### src/i2cm_pkg.sv
// ----------------------------------------------------------------------------
// I2C master byte transfer: shared package
// Phase codes, register indexes, reset values and the item types used by the
// channels and between the sequencer, the register bank and the top level.
// ----------------------------------------------------------------------------
package i2cm_pkg;

	localparam int HalfDelayW = 8;
	localparam int StopGapW   = 16;
	localparam int CfgIdxW    = 2;

	typedef logic [4:0] phase_t;

	localparam phase_t PH_IDLE = 5'd0;
	localparam phase_t PH_ST0  = 5'd1;
	localparam phase_t PH_ST1  = 5'd2;
	localparam phase_t PH_ST2  = 5'd3;
	localparam phase_t PH_ST3  = 5'd4;
	localparam phase_t PH_WSET = 5'd5;
	localparam phase_t PH_WHI  = 5'd6;
	localparam phase_t PH_WLO  = 5'd7;
	localparam phase_t PH_AHI  = 5'd8;
	localparam phase_t PH_ALO  = 5'd9;
	localparam phase_t PH_RPRE = 5'd10;
	localparam phase_t PH_RHI  = 5'd11;
	localparam phase_t PH_RLO  = 5'd12;
	localparam phase_t PH_N0   = 5'd13;
	localparam phase_t PH_N1   = 5'd14;
	localparam phase_t PH_N2   = 5'd15;
	localparam phase_t PH_N3   = 5'd16;
	localparam phase_t PH_P0   = 5'd17;
	localparam phase_t PH_P1   = 5'd18;
	localparam phase_t PH_P2   = 5'd19;
	localparam phase_t PH_GAP  = 5'd20;
	localparam phase_t PH_DONE = 5'd21;

	localparam logic [3:0] BITS_PER_BYTE = 4'd8;

	localparam logic [CfgIdxW-1:0] CFG_HALF_DELAY = 2'd0;
	localparam logic [CfgIdxW-1:0] CFG_STOP_GAP   = 2'd1;

	localparam logic [HalfDelayW-1:0] HALF_DELAY_RST = 8'd5;
	localparam logic [StopGapW-1:0]   STOP_GAP_RST   = 16'd1000;

	typedef struct packed {
		logic       start_req;
		logic       mode;
		logic [7:0] addr_byte;
		logic [7:0] write_byte;
		logic       sda_in;
	} tick_t;

	typedef struct packed {
		logic       scl_out;
		logic       sda_out;
		logic       sda_release;
		logic       busy_res;
		logic       done_res;
		logic       success;
		logic [7:0] read_byte;
	} result_t;

	typedef struct packed {
		logic [CfgIdxW-1:0]  index;
		logic [StopGapW-1:0] wdata;
	} cfg_wr_t;

	typedef struct packed {
		logic [HalfDelayW-1:0] half_delay;
		logic [StopGapW-1:0]   stop_gap;
	} cfg_t;

endpackage

### src/i2cm_chan_if.sv
// ----------------------------------------------------------------------------
// I2C master byte transfer: handshake channel
// A valid/ready channel carrying one item of the payload type T.
// ----------------------------------------------------------------------------
interface i2cm_chan_if #(parameter type T = logic) ();
	logic valid;
	logic ready;
	T     data;

	modport source (output valid, output data, input ready);
	modport sink (input valid, input data, output ready);
endinterface

### src/i2cm_cfg_regs.sv
// ----------------------------------------------------------------------------
// I2C master byte transfer: configuration registers
// Holds the step hold time and the gap after STOP, written over the
// configuration channel, which is always ready.
// ----------------------------------------------------------------------------
module i2cm_cfg_regs (
	input  logic              clk,
	input  logic              arst_n,
	i2cm_chan_if.sink         cfg,
	output i2cm_pkg::cfg_t    cfg_vals
);
	import i2cm_pkg::*;

	logic [HalfDelayW-1:0] half_delay_q;
	logic [StopGapW-1:0]   stop_gap_q;

	assign cfg.ready = 1'b1;

	always_ff @(posedge clk or negedge arst_n) begin
		if (!arst_n) begin
			half_delay_q <= HALF_DELAY_RST;
			stop_gap_q   <= STOP_GAP_RST;
		end else if (cfg.valid) begin
			unique case (cfg.data.index)
				CFG_HALF_DELAY: half_delay_q <= cfg.data.wdata[HalfDelayW-1:0];
				CFG_STOP_GAP:   stop_gap_q   <= cfg.data.wdata;
				default: ;
			endcase
		end
	end

	assign cfg_vals.half_delay = half_delay_q;
	assign cfg_vals.stop_gap   = stop_gap_q;

endmodule

### src/i2cm_seq.sv
// ----------------------------------------------------------------------------
// I2C master byte transfer: bus sequencer
// Holds the transfer state and advances it by one tick for every accepted
// item. The result shows the state as it stood before the tick.
// ----------------------------------------------------------------------------
module i2cm_seq (
	input  logic              clk,
	input  logic              arst_n,
	input  logic              tick,
	input  i2cm_pkg::tick_t   tin,
	input  i2cm_pkg::cfg_t    cfg_vals,
	output i2cm_pkg::result_t res
);
	import i2cm_pkg::*;

	phase_t        phase_q, n_phase, tgt;
	logic [3:0]    bit_q, n_bit;
	logic [7:0]    shift_q, n_shift;
	logic [15:0]   wait_q, n_wait, wait_dec, hold_len;
	logic          mode_q, n_mode;
	logic [7:0]    hold_q, n_hold;
	logic          sda_q, n_sda;
	logic          scl_q, n_scl;
	logic          rel_q, n_rel;
	logic          bsel_q, n_bsel;
	logic          ack_q, n_ack;
	logic          go;
	logic          is_done, is_busy;

	assign is_done = (phase_q == PH_DONE);
	assign is_busy = (phase_q != PH_IDLE) && !is_done;

	always_comb begin
		res.scl_out     = scl_q;
		res.sda_out     = sda_q;
		res.sda_release = rel_q;
		res.busy_res    = is_busy;
		res.done_res    = is_done;
		res.success     = is_done && ack_q;
		res.read_byte   = (is_done && ack_q && !mode_q) ? shift_q : 8'd0;
	end

	// A hold time of zero behaves as one tick.
	assign hold_len = (cfg_vals.half_delay == '0) ? 16'd1
		: {{(StopGapW-HalfDelayW){1'b0}}, cfg_vals.half_delay};
	assign wait_dec = (wait_q != 16'd0) ? wait_q - 16'd1 : wait_q;

	always_comb begin
		n_phase = phase_q;
		n_bit   = bit_q;
		n_shift = shift_q;
		n_wait  = wait_q;
		n_mode  = mode_q;
		n_hold  = hold_q;
		n_sda   = sda_q;
		n_scl   = scl_q;
		n_rel   = rel_q;
		n_bsel  = bsel_q;
		n_ack   = ack_q;
		go      = 1'b0;
		tgt     = phase_q;
		if (tick) begin
			if (phase_q == PH_IDLE) begin
				if (tin.start_req) begin
					n_mode  = tin.mode;
					n_shift = tin.addr_byte;
					n_hold  = tin.write_byte;
					n_bsel  = 1'b0;
					n_ack   = 1'b0;
					n_bit   = 4'd0;
					go      = 1'b1;
					tgt     = PH_ST0;
				end
			end else if (is_done) begin
				n_phase = PH_IDLE;
				n_wait  = 16'd0;
			end else begin
				n_wait = wait_dec;
				if (wait_dec == 16'd0) begin
					go = 1'b1;
					unique case (phase_q)
						PH_ST0:  tgt = PH_ST1;
						PH_ST1:  tgt = PH_ST2;
						PH_ST2:  tgt = PH_ST3;
						PH_ST3: begin
							n_bit = 4'd0;
							tgt   = PH_WSET;
						end
						PH_WSET: tgt = PH_WHI;
						PH_WHI:  tgt = PH_WLO;
						PH_WLO: begin
							n_shift = {shift_q[6:0], 1'b0};
							n_bit   = bit_q + 4'd1;
							tgt     = (n_bit < BITS_PER_BYTE) ? PH_WSET : PH_AHI;
						end
						PH_AHI: begin
							n_ack = !tin.sda_in;
							tgt   = PH_ALO;
						end
						PH_ALO: begin
							n_rel = 1'b0;
							if (!ack_q) begin
								tgt = PH_P0;
							end else if (!mode_q) begin
								tgt = PH_RPRE;
							end else if (!bsel_q) begin
								n_bsel  = 1'b1;
								n_shift = hold_q;
								n_bit   = 4'd0;
								tgt     = PH_WSET;
							end else begin
								tgt = PH_N0;
							end
						end
						PH_RPRE: tgt = PH_RHI;
						PH_RHI: begin
							n_shift = {shift_q[6:0], tin.sda_in};
							tgt     = PH_RLO;
						end
						PH_RLO: begin
							n_bit = bit_q + 4'd1;
							if (n_bit < BITS_PER_BYTE) begin
								tgt = PH_RHI;
							end else begin
								n_rel = 1'b0;
								tgt   = PH_N0;
							end
						end
						PH_N0:   tgt = PH_N1;
						PH_N1:   tgt = PH_N2;
						PH_N2:   tgt = PH_N3;
						PH_N3:   tgt = PH_P0;
						PH_P0:   tgt = PH_P1;
						PH_P1:   tgt = PH_P2;
						PH_P2:   tgt = (cfg_vals.stop_gap != '0) ? PH_GAP : PH_DONE;
						default: tgt = PH_DONE;
					endcase
				end
			end

			// Entering a phase reloads the hold counter and sets its pin level.
			if (go) begin
				n_phase = tgt;
				n_wait  = hold_len;
				unique case (tgt)
					PH_ST0:  n_sda = 1'b1;
					PH_ST1:  n_scl = 1'b1;
					PH_ST2:  n_sda = 1'b0;
					PH_ST3:  n_scl = 1'b0;
					PH_WSET: n_sda = n_shift[7];
					PH_WHI:  n_scl = 1'b1;
					PH_WLO:  n_scl = 1'b0;
					PH_AHI: begin
						n_rel = 1'b1;
						n_scl = 1'b1;
					end
					PH_ALO:  n_scl = 1'b0;
					PH_RPRE: begin
						n_rel   = 1'b1;
						n_bit   = 4'd0;
						n_shift = 8'd0;
					end
					PH_RHI:  n_scl = 1'b1;
					PH_RLO:  n_scl = 1'b0;
					PH_N0:   n_sda = 1'b1;
					PH_N1:   n_scl = 1'b1;
					PH_N2:   n_scl = 1'b0;
					PH_N3:   n_sda = 1'b0;
					PH_P0:   n_scl = 1'b0;
					PH_P1:   n_scl = 1'b1;
					PH_P2:   n_sda = 1'b1;
					PH_GAP:  n_wait = cfg_vals.stop_gap;
					default: n_wait = 16'd0;
				endcase
			end
		end
	end

	always_ff @(posedge clk or negedge arst_n) begin
		if (!arst_n) begin
			phase_q <= PH_IDLE;
			bit_q   <= 4'd0;
			shift_q <= 8'd0;
			wait_q  <= 16'd0;
			mode_q  <= 1'b0;
			hold_q  <= 8'd0;
			sda_q   <= 1'b1;
			scl_q   <= 1'b1;
			rel_q   <= 1'b0;
			bsel_q  <= 1'b0;
			ack_q   <= 1'b0;
		end else begin
			phase_q <= n_phase;
			bit_q   <= n_bit;
			shift_q <= n_shift;
			wait_q  <= n_wait;
			mode_q  <= n_mode;
			hold_q  <= n_hold;
			sda_q   <= n_sda;
			scl_q   <= n_scl;
			rel_q   <= n_rel;
			bsel_q  <= n_bsel;
			ack_q   <= n_ack;
		end
	end

	// SDA is only released around an ACK slot or while the read byte comes in.
	a_release_phase: assert property (@(posedge clk) disable iff (!arst_n)
		rel_q |-> (phase_q == PH_AHI || phase_q == PH_ALO || phase_q == PH_RPRE ||
			phase_q == PH_RHI || phase_q == PH_RLO))
		else $error("SDA released outside an ACK or read phase");

	a_idle_wait: assert property (@(posedge clk) disable iff (!arst_n)
		(phase_q == PH_IDLE) |-> (wait_q == 16'd0))
		else $error("hold counter running while idle");

	a_done_pulse: assert property (@(posedge clk) disable iff (!arst_n)
		(tick && is_done) |=> (phase_q == PH_IDLE))
		else $error("done lasted more than one tick");

	a_bit_range: assert property (@(posedge clk) disable iff (!arst_n)
		bit_q <= BITS_PER_BYTE)
		else $error("bit counter beyond one byte");

	a_stall_hold: assert property (@(posedge clk) disable iff (!arst_n)
		!tick |=> $stable(phase_q) && $stable(wait_q))
		else $error("sequencer moved without a tick");

endmodule

### src/i2c_master_byte_transfer.sv
// ----------------------------------------------------------------------------
// I2C master byte transfer: top level
// Tick-driven bit-banged I2C master that reads or writes one byte.
// ----------------------------------------------------------------------------
// Usage:
// Every item on tick_in is one tick of the bus sequencer. It carries a start
// request with the mode, the address byte, the write byte and the sampled SDA
// level. Every accepted item gives exactly one item on res_out with the SCL
// and SDA levels, the SDA release flag, busy, the done pulse, the success
// flag and the read byte, as the sequencer stood before that tick.
// The cfg channel writes half_delay (index 0) and stop_gap (index 1); it is
// always ready. The user must write it only while no transfer is running;
// the block does not enforce this. Each result is registered, and one item
// is accepted every cycle while res_out is taken; the single pass through the
// sequencer logic between the state and result registers sets that rate.
// When the receiver stalls, the waiting result is held and tick_in is ready
// again in the cycle in which that result is taken.
// Reset puts the sequencer in idle with both lines high, the registers at
// half_delay 5 and stop_gap 1000, and empties the result register.
// ----------------------------------------------------------------------------
module i2c_master_byte_transfer (
	input  logic        clk,
	input  logic        arst_n,
	i2cm_chan_if.sink   tick_in,
	i2cm_chan_if.source res_out,
	i2cm_chan_if.sink   cfg
);
	import i2cm_pkg::*;

	cfg_t    cfg_vals;
	result_t seq_res;
	result_t res_q;
	logic    res_valid_q;
	logic    tick;

	assign tick_in.ready = !res_valid_q || res_out.ready;
	assign tick          = tick_in.valid && tick_in.ready;

	i2cm_cfg_regs u_cfg (
		.clk      (clk),
		.arst_n   (arst_n),
		.cfg      (cfg),
		.cfg_vals (cfg_vals)
	);

	i2cm_seq u_seq (
		.clk      (clk),
		.arst_n   (arst_n),
		.tick     (tick),
		.tin      (tick_in.data),
		.cfg_vals (cfg_vals),
		.res      (seq_res)
	);

	always_ff @(posedge clk or negedge arst_n) begin
		if (!arst_n) begin
			res_valid_q <= 1'b0;
		end else if (tick) begin
			res_valid_q <= 1'b1;
		end else if (res_out.ready) begin
			res_valid_q <= 1'b0;
		end
	end

	always_ff @(posedge clk) begin
		if (tick) begin
			res_q <= seq_res;
		end
	end

	assign res_out.valid = res_valid_q;
	assign res_out.data  = res_q;

endmodule

### src/flat_wrapper.sv
// flat-port wrapper written by rule: the top's interface ports become plain ports
module i2c_master_byte_transfer_flat import i2cm_pkg::*;
  (clk, arst_n, tick_in_valid, tick_in_data, tick_in_ready, res_out_valid, res_out_data, res_out_ready, cfg_valid, cfg_data, cfg_ready);
  i2cm_chan_if #(.T(tick_t)) tick_in_i ();
  i2cm_chan_if #(.T(result_t)) res_out_i ();
  i2cm_chan_if #(.T(cfg_wr_t)) cfg_i ();
  input  logic clk;
  input  logic arst_n;
  input wire logic [$bits(tick_in_i.valid)-1:0] tick_in_valid;
  input wire logic [$bits(tick_in_i.data)-1:0] tick_in_data;
  output wire logic [$bits(tick_in_i.ready)-1:0] tick_in_ready;
  output wire logic [$bits(res_out_i.valid)-1:0] res_out_valid;
  output wire logic [$bits(res_out_i.data)-1:0] res_out_data;
  input wire logic [$bits(res_out_i.ready)-1:0] res_out_ready;
  input wire logic [$bits(cfg_i.valid)-1:0] cfg_valid;
  input wire logic [$bits(cfg_i.data)-1:0] cfg_data;
  output wire logic [$bits(cfg_i.ready)-1:0] cfg_ready;
  assign tick_in_i.valid = tick_in_valid;
  assign tick_in_i.data = tick_in_data;
  assign tick_in_ready = tick_in_i.ready;
  assign res_out_valid = res_out_i.valid;
  assign res_out_data = res_out_i.data;
  assign res_out_i.ready = res_out_ready;
  assign cfg_i.valid = cfg_valid;
  assign cfg_i.data = cfg_data;
  assign cfg_ready = cfg_i.ready;
  i2c_master_byte_transfer u_core (.clk(clk), .arst_n(arst_n), .tick_in(tick_in_i), .res_out(res_out_i), .cfg(cfg_i));
endmodule
### config.mk
export PLATFORM = sky130hd
export DESIGN_NAME = i2c_master_byte_transfer_flat
export DESIGN_NICKNAME = d
export VERILOG_FILES = /design/src/i2cm_pkg.sv /design/src/i2cm_chan_if.sv /design/src/i2cm_cfg_regs.sv /design/src/i2cm_seq.sv /design/src/i2c_master_byte_transfer.sv /design/src/flat_wrapper.sv
export SDC_FILE = /design/constraint.sdc
export NUM_CORES = 1
export LEC_CHECK = 0
export BUFFER_PORTS_ARGS = -buffer_cell sky130_fd_sc_hd__buf_2
export CORE_ASPECT_RATIO = 0.75
export CORE_UTILIZATION = 59
export CTS_CLUSTER_DIAMETER = 80
export DETAILED_ROUTE_END_ITERATION = 16
export PLACE_DENSITY = 0.8
export SLEW_MARGIN = 5
export SYNTH_ARGS = -nofsm -noshare
export SYNTH_HDL_FRONTEND = slang
export SYNTH_SLANG_ARGS = --single-unit
### constraint.sdc
create_clock -name clk -period 5 [get_ports clk]
set_input_delay 0.25 -clock clk [delete_from_list [all_inputs] [get_ports clk]]
set_output_delay 0.25 -clock clk [all_outputs]
set_load 0.1 [all_outputs]
== After elaboration in Yosys (flattened, before gate mapping) ==
Index checks and enable logic that the tools add are counted.

* Flip-flop bits (word level): 86
* Output and inout port bits: 17
* Word-level logic and storage cells: 177

* Add/sub/neg operators: 2
* Order comparisons: 1
* Equality and inequality tests: 44
* Multiplexer cells: 68
* Reduce and logical (&&, ||, !) cells: 41

{| class="wikitable"
|+ Operator list
! cell !! number
|-
| case mux 5 bit (19 select lines) || 1
|-
| equality test 5 x 4 -> 1 bit (second input constant) || 16
|-
| two-way mux 8 bit || 10
|-
| two-way mux 16 bit || 4
|-
| equality test 5 bit (second input constant) || 10
|-
| two-way mux 4 bit || 12
|-
| two-way mux 5 bit || 9
|-
| equality test 5 x 3 -> 1 bit (second input constant) || 8
|-
| case mux 16 bit (2 select lines) || 1
|-
| nonzero test 16 bit || 2
|-
| two-way mux 1 bit || 25
|-
| case mux 8 bit (3 select lines) || 1
|-
| equality test 5 x 2 -> 1 bit (second input constant) || 4
|-
| OR reduction 19 bit || 1
|-
| logical NOT 16 bit || 1
|-
| nonzero test 2 bit || 8
|-
| subtractor 16 x 1 -> 16 bit (second input constant) || 1
|-
| case mux 4 bit (3 select lines) || 1
|-
| AND reduction 3 bit || 4
|-
| OR reduction 6 bit || 2
|-
| equality test 5 x 1 -> 1 bit (second input constant) || 2
|-
| logical NOT 8 bit || 1
|-
| AND reduction 7 bit || 1
|-
| AND reduction 2 bit || 3
|-
| other kinds (18) || 28
|}

== Depth between registers and ports, before layout ==
Gate-level depths: netlist of run 1.

* Word-level depth: 12
* Depth in mapped cells: 16
* Depth with buffers taken out: 12

== Hierarchy ==
Synthesis of run 1 repeated with hierarchy kept, for this count alone.

* Cells, all modules: 600
* Area, all modules: 5534.1 sq um

{| class="wikitable"
|+ Modules (own cells, without submodules)
! module !! times used !! cells each !! area an instance (sq um) !! seq. area each (sq um)
|-
| i2cm_seq || 1 || 529 || 4117.7 || 1178.6
|-
| i2cm_cfg_regs || 1 || 53 || 942.2 || 610.6
|-
| i2c_master_byte_transfer || 1 || 18 || 474.2 || 445.4
|}

== Least setup slack after synthesis of run 1 ==
No wires, ideal clock.

* Kind: register to register
* From: reg u_core.res_valid_q, in the netlist u_core.res_out.valid
* To: reg u_core.u_seq.wait_q[3]
* Library setup time: 0.126 ns
* Arrival: 3.633 ns
* Data required time: 4.874 ns
* Slack: 1.241 ns
* Stages on the path, launching flop included: 8
* Buffers on the path: 1
* Period minus slack after synthesis: 3.759 ns
* Cell sequence: dfrtp_1 -> nand2b_1 -> nand2_1 -> clkinv_1 -> nand2b_1 -> clkbuf_1 -> nor4_2 -> a221o_1

* Word-level cells in the longest chain between the ends: 4

{| class="wikitable"
|+ RTL lines
! element !! line !! RTL
|-
| start: declaration || i2c_master_byte_transfer.sv:33 || <nowiki>logic res_valid_q;</nowiki>
|-
| start signal: assignment || i2c_master_byte_transfer.sv:57 || <nowiki>res_valid_q <= 1'b0;</nowiki>
|-
| start signal: assignment || i2c_master_byte_transfer.sv:59 || <nowiki>res_valid_q <= 1'b1;</nowiki>
|-
| start signal: assignment || i2c_master_byte_transfer.sv:61 || <nowiki>res_valid_q <= 1'b0;</nowiki>
|-
| logical NOT 1 bit || i2c_master_byte_transfer.sv:36 || <nowiki>assign tick_in.ready = !res_valid_q || res_out.ready;</nowiki>
|-
| logical OR 1 bit || i2c_master_byte_transfer.sv:36 ||
|-
| named net tick_in_ready || flat_wrapper.sv:11 || <nowiki>output wire logic [$bits(tick_in_i.ready)-1:0] tick_in_ready;</nowiki>
|-
| logical AND 1 bit || i2c_master_byte_transfer.sv:37 || <nowiki>assign tick = tick_in.valid && tick_in.ready;</nowiki>
|-
| named net u_core.tick || i2c_master_byte_transfer.sv:34 || <nowiki>logic tick;</nowiki>
|-
| AND reduction 2 bit (no source line) || n/a ||
|-
| end signal: assignment || i2cm_seq.sv:196 || <nowiki>wait_q <= n_wait;</nowiki>
|-
| end: declaration || i2cm_seq.sv:19 || <nowiki>logic [15:0] wait_q, n_wait, wait_dec, hold_len;</nowiki>
|}

The timed path passes the listed nets, and every way through them passes these cells.
A chain may end at the register's enable or synchronous reset.

== Worst setup path after layout of run 1 ==
* From: reg u_core.u_seq.wait_q[0]
* To: reg u_core.u_seq.shift_q[4]

* Word-level cells in the longest chain between the ends: 10

{| class="wikitable"
|+ RTL lines
! element !! line !! RTL
|-
| subtractor 16 x 1 -> 16 bit / nonzero test 16 bit (equally long branches) || i2cm_seq.sv:46 || <nowiki>assign wait_dec = (wait_q != 16'd0) ? wait_q - 16'd1 : wait_q;</nowiki>
|-
| two-way mux 16 bit * || i2cm_seq.sv:46 ||
|-
| logical NOT 16 bit * || i2cm_seq.sv:79 || <nowiki>if (wait_dec == 16'd0) begin</nowiki>
|-
| two-way mux 5 bit || i2cm_seq.sv:79 ||
|-
| two-way mux 5 bit || i2cm_seq.sv:74 || <nowiki>end else if (is_done) begin</nowiki>
|-
| two-way mux 5 bit || i2cm_seq.sv:63 || <nowiki>if (phase_q == PH_IDLE) begin</nowiki>
|-
| two-way mux 5 bit || i2cm_seq.sv:62 || <nowiki>if (tick) begin</nowiki>
|-
| equality test 5 x 4 -> 1 bit || i2cm_seq.sv:145 || <nowiki>unique case (tgt)</nowiki>
|-
| two-way mux 8 bit || i2cm_seq.sv:145 ||
|-
| two-way mux 8 bit * || i2cm_seq.sv:142 || <nowiki>if (go) begin</nowiki>
|-
| end signal: assignment || i2cm_seq.sv:195 || <nowiki>shift_q <= n_shift;</nowiki>
|-
| end: declaration || i2cm_seq.sv:18 || <nowiki>logic [7:0] shift_q, n_shift;</nowiki>
|}

Every way passes the cells marked *; elsewhere a longest branch is shown, timed or not. The select of a mux whose other input is x is not followed.

==> flow_metrics.env, run 1 <==
export IMPL_crit_fanout=14
export IMPL_ant_nets=0
export IMPL_slowest_stage="o21bai_1"
export IMPL_finalSetupTns_ns=0
export IMPL_drt_wl_total_um=13400
export IMPL_row_count=29
export IMPL_ir_drop_uv=307
export IMPL_grt_overflow=0
export IMPL_critical_path_max_stage_delay_ns=0.66
export IMPL_crit_path_end="u_core.u_seq.shift_q[4]$_DFFE_PN0P_"
export IMPL_utilization=0.686
export IMPL_cts_buffer_depth=2
export IMPL_htreeDepth=3
export IMPL_power_share_sequential=0.353
export IMPL_vias=4586
export IMPL_ys_seq_area_frac=0.436
export IMPL_finalSetupViolCount=0
export IMPL_drt_iter0_drc=661
export IMPL_numCtsBuffers=9
export IMPL_grt_start_max_net_pins=73
export IMPL_cp_start_kind="register"
export IMPL_cp_depth=13
export IMPL_setup_worst_path_end_class="register"
export IMPL_dpl_cell_area_um2=5500
export IMPL_criticalPathCategory="register to register"
export IMPL_ys_flop_type="dfrtp_1"
export IMPL_cts_sinks=86
export IMPL_io_buffers=57
export IMPL_avgSynthCellArea_um2=9.68
export IMPL_clkSlewWorstSetupHoldPaths_ns=0.06
export IMPL_drv_slew=0
export IMPL_die_area_um2=9080
export IMPL_yosysTopAreaCellShare=0.302
export IMPL_cp_num_buf_inv=2
export IMPL_max_freq_mhz=225
export IMPL_cp_arrival_ns=4.70
export IMPL_fillers=669
export IMPL_cap_violations=0
export IMPL_synth_async_sr_flop_share=0.837
export IMPL_grt_pass1_wl_um=21500
export IMPL_synth_nets=574
export IMPL_ys_ff_latch=86
export IMPL_grt_total_usage=0.318
export IMPL_clock_skew_final_ns=0.00679
export IMPL_cp_required_ns=5.26
export IMPL_ys_warn_count=0
export IMPL_final_net_count=624
export IMPL_leakagePower_nw=2.31
export IMPL_p_sw_mw=1.42
export IMPL_gp_congestion=0.945
export IMPL_fin_area_um2=5800
export IMPL_path_cells="inv_1 > ha_1 > or3b_1 > o31ai_1 > a21boi_1 > o2111ai_2 > or2_1 > o21bai_1 > o41ai_4 > buf_4 > o31ai_2 > nand2_1 > o21ai_0"
export IMPL_syn_instance_count=530
export IMPL_hold_class="input port to asynchronous set/reset pin"
export IMPL_drc=0
export IMPL_p_int_mw=1.86
export IMPL_r2r_setup_slack_ns=0.56
export IMPL_clkPwrFrac=0.206
export IMPL_cts_resized_gates=0
export IMPL_hpwl_um=9520
export IMPL_worst_slew_pin_slew_ns=1.17
export IMPL_cts_tree="done"
export IMPL_synth_edf_count=14
export IMPL_synth_area_um2=5130
export IMPL_hold_buffers=0
export IMPL_synthTopCellsByArea="dfrtp_1 30%, edfxtp_1 8.2%, mux2_2 7.9%"
export IMPL_worstReg2RegEnd="u_core.u_seq.shift_q[4]$_DFFE_PN0P_"
export IMPL_p_sw_frac=0.433
export IMPL_period_share=0.888
export IMPL_total_power_mw=3.27
export IMPL_area_growth_syn_to_layout_pct=13.1
export IMPL_grt_pass1_vias=4228
export IMPL_crit_family="compound AO/OA/AOI/OAI gates"
export IMPL_start_util=0.607
export IMPL_yosysTopAreaCell="dfrtp_1"
export IMPL_r2r_start="u_core.u_seq.wait_q[0]$_DFFE_PN0P_"
export IMPL_antenna_cells=0
export IMPL_final_layout_size_suffix_gt1_frac=0.253
export IMPL_rsz0062_at_grt="false"
export IMPL_drt_vias_per_instance=6.62
export IMPL_p_per_area_nw_per_um2=564
export IMPL_crit_start="u_core.u_seq.wait_q[0]$_DFFE_PN0P_"
export IMPL_run_status="completed"
export IMPL_comb_power_share=0.441
export IMPL_drt_first_pass_iters=6
export IMPL_r2r_cells=13
export IMPL_antenna_found_initial=0
export IMPL_yosysUniqueCellTypes=79
export IMPL_coreArea_um2=8450
export IMPL_post_drt_wl_per_cell_um=19.3
export IMPL_maxSlewHeadroom=0.221
export IMPL_insertion_delay_ns=0.34
export IMPL_top_level_ports=59
export IMPL_die_h_um=82.8
export IMPL_post_cts_setup_buffers=0
export IMPL_layout_min_cycle_time_ns=4.44
export IMPL_hold_violations=0
export IMPL_cts_root_buf="clkbuf_16"
export IMPL_fp_dieW_um=110
[sequential cells by signal, indices dropped and copies added (netlist names), 4 cells and up]
register,count
u_core.u_cfg.half_delay_q,8
u_core.u_seq.shift_q,8
u_core.u_cfg.stop_gap_q,16
u_core.u_seq.phase_q,5
u_core.res_out.data,14
u_core.u_seq.hold_q,8
u_core.u_seq.bit_q,4
u_core.u_seq.wait_q,16
[through the flow]
stage               std cells  hold slack, ns  setup slack [ns]
floorplan                 530         -0.0456              1.24
global placement          677           0.443             0.953
detailed placement        677           0.458             0.768
CTS                       693           0.110             0.695
global route              693           0.114             0.249
finish                    693           0.101             0.559
[placed cells by master, fill, tap and decap left out, types with 3 or more instances in the layout]
| cell type | count |
|---|---|
| a211oi_1 | 5 |
| a21o_1 | 3 |
| a21oi_1 | 27 |
| a221o_1 | 8 |
| a22o_1 | 4 |
| a22oi_1 | 9 |
| a31oi_1 | 5 |
| and2_1 | 4 |
| and3_1 | 11 |
| buf_2 | 57 |
| buf_4 | 9 |
| clkbuf_16 | 10 |
| dfrtp_1 | 62 |
| dfstp_2 | 10 |
| edfxtp_1 | 14 |
| inv_1 | 14 |
| mux2_2 | 36 |
| mux2i_1 | 8 |
| nand2_1 | 49 |
| nand2b_1 | 12 |
| nand3_1 | 9 |
| nand3b_1 | 3 |
| nand4_1 | 5 |
| nor2_1 | 36 |
| nor2b_1 | 3 |
| nor3_1 | 13 |
| nor4_1 | 12 |
| nor4_2 | 4 |
| o21a_1 | 5 |
| o21ai_0 | 48 |
| o21ai_1 | 7 |
| o22ai_1 | 10 |
| o31ai_1 | 4 |
| o41ai_1 | 4 |
| or3_1 | 3 |
| or4_1 | 4 |
| xnor2_1 | 4 |
[worst register-to-register path: stages (launching register included)]
cell       delay [ns]
dfrtp_1          0.42
inv_1            0.13
ha_1             0.23
or3b_1           0.49
o31ai_1          0.26
a21boi_1         0.32
o2111ai_2        0.26
or2_1            0.53
o21bai_1         0.66
o41ai_4          0.15
buf_4            0.20
o31ai_2          0.49
nand2_1          0.12
o21ai_0          0.10
[kinds of logic after synthesis]
group	count (synthesis)	share of synthesized area
compound gates	163	0.217
xor+xnor	5	0.00854
fa+ha+maj	2	0.00488
buf+inv	43	0.0363
flops	86	0.436
mux	45	0.0990
other cells	1	0.000731
simple gates	185	0.198
[power by group through the flow]
stage	Clock (mW)	Sequential [mW]	Combinational, mW
2_1_floorplan	0	1.12	1.05
3_3_place_gp	0	1.15	1.37
3_5_place_dp	0	1.16	1.40
4_1_cts	0.682	1.14	1.41
5_1_grt	0.708	1.18	1.57
6_report	0.675	1.16	1.44
[synth_stat cells, drive strengths merged, types with 7 or more instances]
cell type	instances
dfrtp	62
o21ai	55
nand2	49
mux2	36
nor2	36
a21oi	29
clkbuf	22
nor4	18
edfxtp	14
inv	14
nand2b	13
nor3	13
and3	11
dfstp	10
o22ai	10
a22oi	9
mux2i	9
nand3	9
a221o	8
a31oi	7
[metal layers]
layer,part of all wire,vias up,track usage
met3,0.081,40,0.0761
met2,0.45,268,0.493
met4,0.028,0,0.128
met1,0.44,2175,0.432
li1,-,2103,-
met5,0,-,0
[worst min-delay path by stage]
stage               slack (ns)                                 end                            from  cells after the start
CTS                       0.11    u_core.res_out.valid$_DFFE_PN0P_                   tick_in_valid                      2
floorplan                -0.05    u_core.res_out.valid$_DFFE_PN0P_                          arst_n                      0
global placement          0.44   u_core.res_out.data[11]$_DFFE_PP_  u_core.u_seq.rel_q$_DFFE_PN0P_                      0
detailed placement        0.46   u_core.res_out.data[11]$_DFFE_PP_  u_core.u_seq.rel_q$_DFFE_PN0P_                      0
finish                    0.10  u_core.u_seq.hold_q[0]$_DFFE_PN0P_                          arst_n                      2
global route              0.11    u_core.res_out.valid$_DFFE_PN0P_                   tick_in_valid                      2
[area by class of cell]
cell class | count | area [um2] | share of cell area
inverters | 16 | 60.1 | 0.0103
multi-input cells | 401 | 2720 | 0.468
repair buffers | 66 | 353 | 0.0608
clock buffers | 13 | 282 | 0.0485
well taps | 108 | 135 | 0.0233
flip-flops and latches | 86 | 2230 | 0.385
clock inverters | 3 | 23.8 | 0.00410
(Power assumes the default switching activity.)
==> inputs of run 2 (changes only) <==
ABC_AREA = 1   (was default)
CORE_UTILIZATION = 60   (was 59)
PLACE_DENSITY = 0.81   (was 0.8)
==> run 2 against run 1 <==
Effect of this change: power up 6.0%; hold slack better by 0.0032 ns; critical path depth up 2; first-iteration DRC count up 8.5%; count of clock-buffer cells in the layout down 1; wire length up 16%.
==> flow_metrics.env, run 2 <==
export IMPL_post_drt_wl_per_cell_um=17.3
export IMPL_yosysUniqueCellTypes=49
export IMPL_power_share_sequential=0.315
export IMPL_criticalPathCategory="register to register"
export IMPL_top_level_ports=59
export IMPL_final_net_count=827
export IMPL_max_freq_mhz=265
export IMPL_finalSetupTns_ns=0
export IMPL_grt_pass1_vias=4818
export IMPL_gp_congestion=0.983
export IMPL_cts_buffer_depth=2
export IMPL_fillers=731
export IMPL_insertion_delay_ns=0.34
export IMPL_hold_buffers=0
export IMPL_final_layout_size_suffix_gt1_frac=0.184
export IMPL_coreArea_um2=8640
export IMPL_cts_root_buf="clkbuf_16"
export IMPL_cp_start_kind="register"
export IMPL_ant_nets=0
export IMPL_grt_start_max_net_pins=73
export IMPL_synth_common_cells="179 x nand2_1, 79 x inv_1, 76 x nor2_1"
export IMPL_worst_slew_pin_slew_ns=0.981
export IMPL_area_growth_syn_to_layout_pct=11.3
export IMPL_finalSetupViolCount=0
export IMPL_p_int_mw=1.77
export IMPL_cap_violations=0
export IMPL_wl_met1_um=7280
export IMPL_hold_path_end="u_core.u_seq.hold_q[4]$_DFFE_PN0P_"
export IMPL_p_sw_frac=0.490
export IMPL_comb_power_share=0.498
export IMPL_vias=5400
export IMPL_antenna_cells=0
export IMPL_hold_class="input port to register"
export IMPL_grt_pass1_wl_um=25300
export IMPL_layout_min_cycle_time_ns=3.77
export IMPL_drt_iter0_drc=717
export IMPL_clkSlewWorstSetupHoldPaths_ns=0.06
export IMPL_fp_dieW_um=112
export IMPL_drt_first_pass_iters=6
export IMPL_wl_met3_um=2050
export IMPL_yosysTopAreaCellShare=0.284
export IMPL_cts_resized_gates=0
export IMPL_worstReg2RegEnd="u_core.u_seq.sda_q$_DFFE_PN1P_"
export IMPL_synthTopCellsByArea="dfrtp_1 28%, nand2_1 12%, edfxtp_1 7.7%"
export IMPL_highest_layer="met4"
export IMPL_synth_area_um2=5470
export IMPL_synth_nets=777
export IMPL_leakagePower_nw=2.87
export IMPL_r2r_setup_slack_ns=1.23
export IMPL_clock_skew_final_ns=0.00596
export IMPL_ys_flop_type="dfrtp_1"
export IMPL_row_count=29
export IMPL_htreeDepth=3
export IMPL_crit_fanout=22
export IMPL_ys_seq_area_frac=0.409
export IMPL_r2r_start="u_core.u_seq.wait_q[0]$_DFFE_PN0P_"
export IMPL_grt_overflow=0
export IMPL_clkPwrFrac=0.187
export IMPL_setup_worst_path_end_class="register"
export IMPL_yosysTopAreaCell="dfrtp_1"
export IMPL_cts_tree="done"
export IMPL_ys_warn_count=0
export IMPL_p_per_area_nw_per_um2=570
export IMPL_rsz0062_at_grt="false"
export IMPL_drv_slew=0
export IMPL_start_util=0.633
export IMPL_cp_arrival_ns=4.03
export IMPL_hpwl_um=11700
export IMPL_synth_edf_count=14
export IMPL_antenna_found_initial=0
export IMPL_maxSlewHeadroom=0.344
export IMPL_r2r_cells=15
export IMPL_period_share=0.754
export IMPL_ir_drop_uv=297
export IMPL_hold_start="tick_in_data[5]"
export IMPL_hold_violations=0
export IMPL_drt_vias_per_instance=6.03
export IMPL_post_cts_setup_buffers=0
export IMPL_mostFrequentLayoutCells="179 x nand2_1, 79 x inv_1, 76 x nor2_1"
export IMPL_drc=0
export IMPL_grt_total_usage=0.346
export IMPL_syn_instance_count=733
export IMPL_total_power_mw=3.47
export IMPL_io_buffers=57
export IMPL_avgSynthCellArea_um2=7.46
export IMPL_final_common_cell="nand2_1"
export IMPL_cts_sinks=86
export IMPL_hold_depth=3
export IMPL_numCtsBuffers=9
export IMPL_run_status="completed"
export IMPL_cp_required_ns=5.26
export IMPL_synth_async_sr_flop_share=0.837
export IMPL_synth_most_common_cell="nand2_1"
export IMPL_die_area_um2=9510
export IMPL_dr_wl_met2_um=6090
export IMPL_die_h_um=84.7
export IMPL_p_sw_mw=1.70
export IMPL_drt_wl_total_um=15500
export IMPL_ys_ff_latch=86
-- run 2: cell count changes after synthesis, moves of 10 or more --
cell	before	now
nand2_2	0	12
nand2_1	49	179
and3_1	11	0
o21ai_0	49	62
nor2_1	36	76
nor2_2	0	11
nor4_1	13	2
nand3_1	9	33
nand2b_1	12	0
inv_1	14	79
mux2_2	36	6
o21ai_1	6	18
clkbuf_1	21	11
-- run 2: how the worst max path moves through the flow --
stage | from | endpoint | slack, ns | depth (start not counted)
2_1_floorplan | u_core.res_out.valid$_DFFE_PN0P_ | u_core.u_seq.scl_q$_DFFE_PN1P_ | 1.86 | 8
3_3_place_gp | u_core.u_seq.wait_q[0]$_DFFE_PN0P_ | u_core.u_seq.shift_q[5]$_DFFE_PN0P_ | 1.40 | 15
3_5_place_dp | u_core.u_seq.wait_q[0]$_DFFE_PN0P_ | u_core.u_seq.bit_q[3]$_DFFE_PN0P_ | 1.31 | 15
4_1_cts | u_core.u_seq.wait_q[0]$_DFFE_PN0P_ | u_core.u_seq.bit_q[3]$_DFFE_PN0P_ | 1.29 | 15
5_1_grt | u_core.u_seq.wait_q[0]$_DFFE_PN0P_ | u_core.u_seq.sda_q$_DFFE_PN1P_ | 0.81 | 15
6_report | u_core.u_seq.wait_q[0]$_DFFE_PN0P_ | u_core.u_seq.sda_q$_DFFE_PN1P_ | 1.23 | 15
-- run 2: power groups by stage --
stage	Clock, mW	Sequential (mW)	Combinational, mW
after floorplan	0	1.09	1.23
after global placement	0	1.09	1.63
after detailed placement	0	1.09	1.66
after CTS	0.651	1.08	1.68
after global routing	0.675	1.11	1.89
final	0.649	1.09	1.73
-- run 2: metal layers --
metal	vias up	GRT usage
li1	2551	-
met1	2494	0.553
met2	340	0.460
met3	15	0.0953
met4	0	0.0679
met5	-	0
-- run 2: final cells by class --
cell class,instances,area (um2),share of cell area
clock inverters,4,28.8,0.00473
clock buffers,12,258,0.0424
multi-input cells,540,2800,0.461
well taps,108,135,0.0222
repair buffers,58,293,0.0481
inverters,88,334,0.0549
flip-flops and latches,86,2230,0.367
-- run 2: cells by family (layout without fill, tap and decap cells) --
kind of cell	Yosys count	count (layout)	share of synthesized area
AOI/OAI and AO/OA	163	163	0.171
DFF	86	86	0.409
and+or+nand+nor	363	363	0.315
adders and majority gates	2	2	0.00457
xor gates and xnor gates	5	5	0.00801
buffers and inverters	107	162	0.0791
muxes	6	6	0.0124
other	1	1	0.000686
-- run 2: critical path: stages, from the launching register on --
cell and delay (ns):
dfrtp_1 0.37, inv_1 0.18, ha_1 0.28, nand2_4 0.11, nor2_4 0.13, nand2_2 0.24, nand2_1 0.22, nand2_2 0.09
nor2_4 0.18, nand3_4 0.16, a21oi_1 0.71, o21ai_0 0.19, a221oi_1 0.50, nor2_1 0.08, nor3_1 0.13, o21ai_0 0.09
-- run 2: stage by stage --
stage	setup slack [ns]	instance area, um2	hold slack (ns)	std cells	utilization
4_1_cts	1.29	6090	0.103	896	0.705
6_report	1.23	6090	0.104	896	0.705
2_1_floorplan	1.86	5470	-0.0456	733	-
3_3_place_gp	1.40	5800	0.450	880	0.672
3_5_place_dp	1.31	5800	0.443	880	0.672
5_1_grt	0.814	6090	0.119	896	0.705
